[src/rtl/three_probe_bloom_filter_defines.svh]
// Assertion helpers shared by the filter RTL.
`ifndef THREE_PROBE_BLOOM_FILTER_DEFINES_SVH
`define THREE_PROBE_BLOOM_FILTER_DEFINES_SVH

// Same-cycle implication.
`define TPBF_ASSERT_IMPL(lbl, ante, cons, msg) \
    lbl: assert property (@(posedge i_clk) disable iff (!i_rst_n) (ante) |-> (cons)) \
        else $error(msg);

// Delayed implication: the consequent is checked later than the antecedent.
`define TPBF_ASSERT_AFTER3(lbl, ante, cons, msg) \
    lbl: assert property (@(posedge i_clk) disable iff (!i_rst_n) (ante) |-> ##3 (cons)) \
        else $error(msg);

`endif

[src/rtl/tpbf_pkg.sv]
package tpbf_pkg;

    localparam int WORD_W      = 32;
    localparam int COUNT_W     = 32;
    localparam int PROBES      = 3;
    localparam int IN_TDATA_W  = 96;
    localparam int OUT_TDATA_W = 104;
    localparam int RESULT_W    = 97;

    localparam logic [1:0] PROBE_MID  = 2'd1;
    localparam logic [1:0] PROBE_LAST = 2'd2;

    localparam logic ACT_ADD   = 1'b0;
    localparam logic ACT_QUERY = 1'b1;

    // first member lands in the highest bits
    typedef struct packed {
        logic [COUNT_W-1:0] queries_hit;
        logic [COUNT_W-1:0] queries_missed;
        logic [COUNT_W-1:0] adds_seen;
        logic               present;
    } t_result;

endpackage

[src/rtl/tpbf_result_fifo.sv]
module tpbf_result_fifo
    import tpbf_pkg::*;
(
    input  logic       i_clk,
    input  logic       i_rst_n,
    input  logic       i_push,
    input  t_result    i_data,
    output logic       o_valid,
    input  logic       i_ready,
    output t_result    o_data,
    output logic [1:0] o_count
);

    t_result    r_slot [2];
    logic       r_wr_ptr;
    logic       r_rd_ptr;
    logic [1:0] r_count;
    logic       pop;

    assign o_valid = (r_count != 2'd0);
    assign o_data  = r_slot[r_rd_ptr];
    assign o_count = r_count;
    assign pop     = o_valid && i_ready;

    always_ff @(posedge i_clk) begin
        if (i_push) begin
            r_slot[r_wr_ptr] <= i_data;
        end
    end

    always_ff @(posedge i_clk) begin
        if (!i_rst_n) begin
            r_wr_ptr <= 1'b0;
            r_rd_ptr <= 1'b0;
            r_count  <= 2'd0;
        end else begin
            if (i_push) begin
                r_wr_ptr <= ~r_wr_ptr;
            end
            if (pop) begin
                r_rd_ptr <= ~r_rd_ptr;
            end
            case ({i_push, pop})
                2'b10:   r_count <= r_count + 2'd1;
                2'b01:   r_count <= r_count - 2'd1;
                default: r_count <= r_count;
            endcase
        end
    end

endmodule

[config.mk]
export PLATFORM = sky130hd
export DESIGN_NAME = tpbf_result_fifo
export DESIGN_NICKNAME = d
export VERILOG_FILES = /design/src/rtl/three_probe_bloom_filter_defines.svh /design/src/rtl/tpbf_pkg.sv /design/src/rtl/tpbf_result_fifo.sv
export SDC_FILE = /design/constraint.sdc
export NUM_CORES = 1
export LEC_CHECK = 0
export BUFFER_PORTS_ARGS = -buffer_cell sky130_fd_sc_hd__buf_2
export CORE_UTILIZATION = 50
export CTS_CLUSTER_DIAMETER = 150
export DETAILED_ROUTE_END_ITERATION = 12
export HOLD_SLACK_MARGIN = 0.08
export PLACE_DENSITY = 0.77
export RECOVER_POWER = 25
export SYNTH_ARGS = -nofsm -noshare
export SYNTH_HDL_FRONTEND = slang
export SYNTH_SLANG_ARGS = --single-unit
export TNS_END_PERCENT = 5
[constraint.sdc]
create_clock -name i_clk -period 8.44 [get_ports i_clk]
set_clock_uncertainty 0.15 [all_clocks]
set_input_delay 0.422 -clock i_clk [delete_from_list [all_inputs] [get_ports i_clk]]
set_output_delay 0.422 -clock i_clk [all_outputs]
set_load 0.01 [all_outputs]
Word level (Yosys, flattened, before mapping). Memory sizes are Yosys's and may differ from the RTL's. A register that Yosys moved wholly into a read port is not among the register bits. Index checks and enable logic that the tools add are counted.

Add/subtract/negate cells: 2. Eq/ne operators: 2. Reduce and logical (&&, ||, !) cells: 3. Mux-type cells: 5. Bitwise logic cells: 2.

Operator list (number): $mux W1 (4); $pmux W2 S2 (1); $reduce_bool A2 Y1 (2); $add A2 B1 Y2 const B (1); $eq A2 B1 Y1 const B (1); $eq A2 B2 Y1 const B (1); $not A1 Y1 (2); $sub A2 B1 Y2 const B (1); $logic_and A1 B1 Y1 (1).

Memories kept: 1. Register bits after elaboration: 4. Output and inout bits: 100. Bits in writable memories: 194.

Memory list: r_slot (words 2, bits a word 97, rd ports 1, clocked after memory_dff 1, write ports 1, line tpbf_result_fifo.sv:14) `t_result r_slot [2];`.

Logic depth before layout (Yosys ltp).
Word-level depth: 4. Gate-level depth with buffers: 5. Mapped depth without buffers: 5.

Least setup slack after synthesis. Ideal clock, no wire load.

Kind: input-to-reg. Start: input port i_push. End: memory r_slot[0][0] (netlist name), enable pin. Data required time: 7.732 ns. Buffers on the path: 0. Data arrival time: 4.575 ns. Path slack: 3.157 ns. Stages: 2. Cells stage by stage: inv_1 nor2_1.

Longest elaborated chain between the ends: 2.

RTL lines: start: declaration (line tpbf_result_fifo.sv:6) `input logic i_push,`; $mux W1 (line tpbf_result_fifo.sv:26) `if (i_push) begin`; $mux W1 (not written as such) (line tpbf_result_fifo.sv:27) `r_slot[r_wr_ptr] <= i_data;`; end: declaration (line tpbf_result_fifo.sv:14).

No other way between the ends.

==> results.md <==
- Worst hold start: i_rst_n
- CP Data Required Time: 7870 ps
- Largest stage delay, worst path: 720 ps
- First-pass iteration count of the detailed router: 4
- Filler Cells Inserted: 916
- Dpl hpwl: 8116 um
- Via density: 4.921
- Syn Inst Count: 324
- Largest family of logic cells by synthesized area: multiplexers
- Worst setup path class: reg2out
- Worst path buffer plus inverter count: 2
- Sequential Power Share: 47.7%
- Setup TNS Final: 0 ps
- Mux cell area share after synthesis: 15.14%
- Routed len/inst: 16.46 um
- Die H: 122.1 um
- Finished Layout Cells: 825
- Power density cells: 251.4 nW/um^2
- Status: finished clean
- Compound-Gate Fraction of Synth Area: 0.3815%
- Fin nets: 734
- CP max FO: 64
- Clock buffer depth: 2
- Tot GR Track Use: 18.48%
- Dpl ws: 5520 ps
- Clock share of power: 31.8%
- Via count: 4060
- Gr ovfl total: 0
- Final ANT Viol Nets: 0
- Clock transition at the registers of the reported paths: 70 ps
- Post-synth cell types: 17
- XOR/XNOR Fraction of Synth Area: 0.3641%
- Cell area after synthesis: 7216 sq um
- Global-route wire length before repair: 20100 um
- Min-Delay Path Class: in2reg
- CTS HTree Levels: 4
- Cell total after placement: 696
- Initial DRC count: 170
- Min cycle time layout: 3016 ps
- Mapped Nets: 426
- Fin crit share: 35.73%
- Die ar.: 14920 sq um
- Post-CTS sizing: 0
- Critical path cell sequence: buf_4 > mux2_2 > buf_2
- Origin of the critical flop-to-flop path: r_wr_ptr
- Worst slew pin tran: 1198 ps
- Worst VDD drop: 0.0001657 V
- Max Cap Viol: 0
- Setup WS post-layout: 5424 ps
- Crit path max-delay family: buffers and inverters
- Port Buffers: 200
- Area grow syn2layout: 37.32%
- Final hold violations: 0
- Simple-Gate Fraction of Synth Area: 0.6589%
- Skew-Pair Late Insertion Delay: 420 ps
- P_leak: 3.654 nW
- Int Pwr: 0.001884 W
- Vias in the first global route: 4194
- Crit start category: register
- Root buffer cell: clkbuf_16
- Combinational power share: 20.6%
- Post-CTS Setup Inserts: 0
- Slew Viols, Final: 0
- DR DRC count: 0
- Placed Area: 8398 sq um
- CTS buffer count: 17
- Layout cells sized above 1: 45.27%
- Synthesis warning total: 0
- Detailed Route WL: 13580 um
- Cts hold-fix bufs: 97
- Slowest CP cell: buf_4
- Largest net degree at the start of global routing: 65
- # diodes: 0
- RSZ-0062 raised after global routing: false
- Core area: 13990 sq um
- GPL Wtd Cong: 0.7181
- Rows: 43
- Switching share of power: 24.39%
- Clock tree sinks: 199
- CTS tree: yes
- Worst slew margin: 19.92%
- DIE WIDTH: 122.1 um
- # IOs: 201
- Post-Synth Adder-Cell Area: 0.1734%
- Finish-stage setup viols: 0
- Tot Pwr: 0.002491 W
- Max Clk Rate: 331.6 MHz
- Crit path DAT: 2440 ps
- Synthesized area per cell: 22.27 sq um
- Sequential area share after synthesis: 82.12%
- Critical Path End Type: output pin
- Design area: 9908 sq um
- Initial antenna violation count: 0
- Initial cell density of the core: 51.58%
- Sw power: 0.0006075 W
- Yosys reg bits: 199
==> synthesized netlist by cell type (all sizes together) <==
library cell  count  area share (%)
nor2              1           0.052
nor2b             3            0.26
xnor2             3            0.36
mux2             97              15
o21ai             1           0.069
buf              11             1.1
or2               1           0.087
or3               1           0.087
and2              2            0.17
edfxtp          194              81
o21a              2            0.21
inv               1           0.052
dfxtp             5             1.4
a21boi            1            0.10
ha                1            0.17
==> power groups by stage <==
stage	logic, W	clock network (W)	registers, W
floorplan	0.000335	0	0.00119
global placement	0.000471	0	0.00121
detailed placement	0.000478	0	0.00121
CTS	0.000517	0.000810	0.00119
global route	0.000546	0.000846	0.00120
finish	0.000512	0.000791	0.00119
==> layout make-up <==
cell class | instances | area, sq um | area share, %
sequential | 199 | 5929 | 59.84
timing repair buffer | 300 | 1948 | 19.66
inverter | 1 | 3.754 | 0.03788
clock inverter | 14 | 156.4 | 1.578
tap | 180 | 225.2 | 2.273
clock buffer | 18 | 429.2 | 4.331
multi-input combinational | 113 | 1216 | 12.27
==> cell families after synthesis <==
logic type,after synthesis
adders and majority gates,1
muxes,97
DFF,199
buffers and inverters,12
AOI/OAI and AO/OA,4
and+or+nand+nor,8
xor gates and xnor gates,3
==> layout by cell type, fill, tap and decap left out, types with 3 or more instances in the layout <==
| cell type | n |
|---|---|
| edfxtp_1 | 194 |
| buf_2 | 160 |
| dlygate4sd3_1 | 97 |
| mux2_2 | 95 |
| clkbuf_1 | 37 |
| clkbuf_16 | 17 |
| clkinv_1 | 4 |
| dfxtp_1 | 4 |
| xnor2_1 | 3 |
| nor2b_1 | 3 |
| bufinv_16 | 3 |
| clkbuf_2 | 3 |
| buf_4 | 3 |
==> state kept, by name, summed over array words and instances, names as in the netlist, named ones only <==
signal / cells
o_count: 2
r_slot: 194
r_rd_ptr: 1
r_wr_ptr: 1
==> metal layers <==
metal | track usage, % | routed length, um | vias to the layer above
met5 | 0 | 0 | -
met4 | 9.070 | 312 | 0
met3 | 5.478 | 918 | 25
met2 | 32.70 | 7008 | 155
met1 | 20.14 | 5342 | 1980
li1 | - | - | 1900
==> path summary, 6_finish.rpt <==
path,endpoint,slack [ps],cells after the start
setup / recovery,o_data[89],5420,3
hold / removal,r_wr_ptr,110,2
setup reg to reg,r_slot[0][24],5830,2
hold reg to reg,o_count[1],390,2
==> per-stage QoR <==
stage,util [%],hold WS (ps)
2_1_floorplan,-,354.0
3_3_place_gp,60.04,341.9
3_5_place_dp,60.04,358.8
4_1_cts,71.16,83.67
5_1_grt,70.83,112.8
6_report,70.83,109.8
No activity file was read; power rests on OpenSTA's default activity.
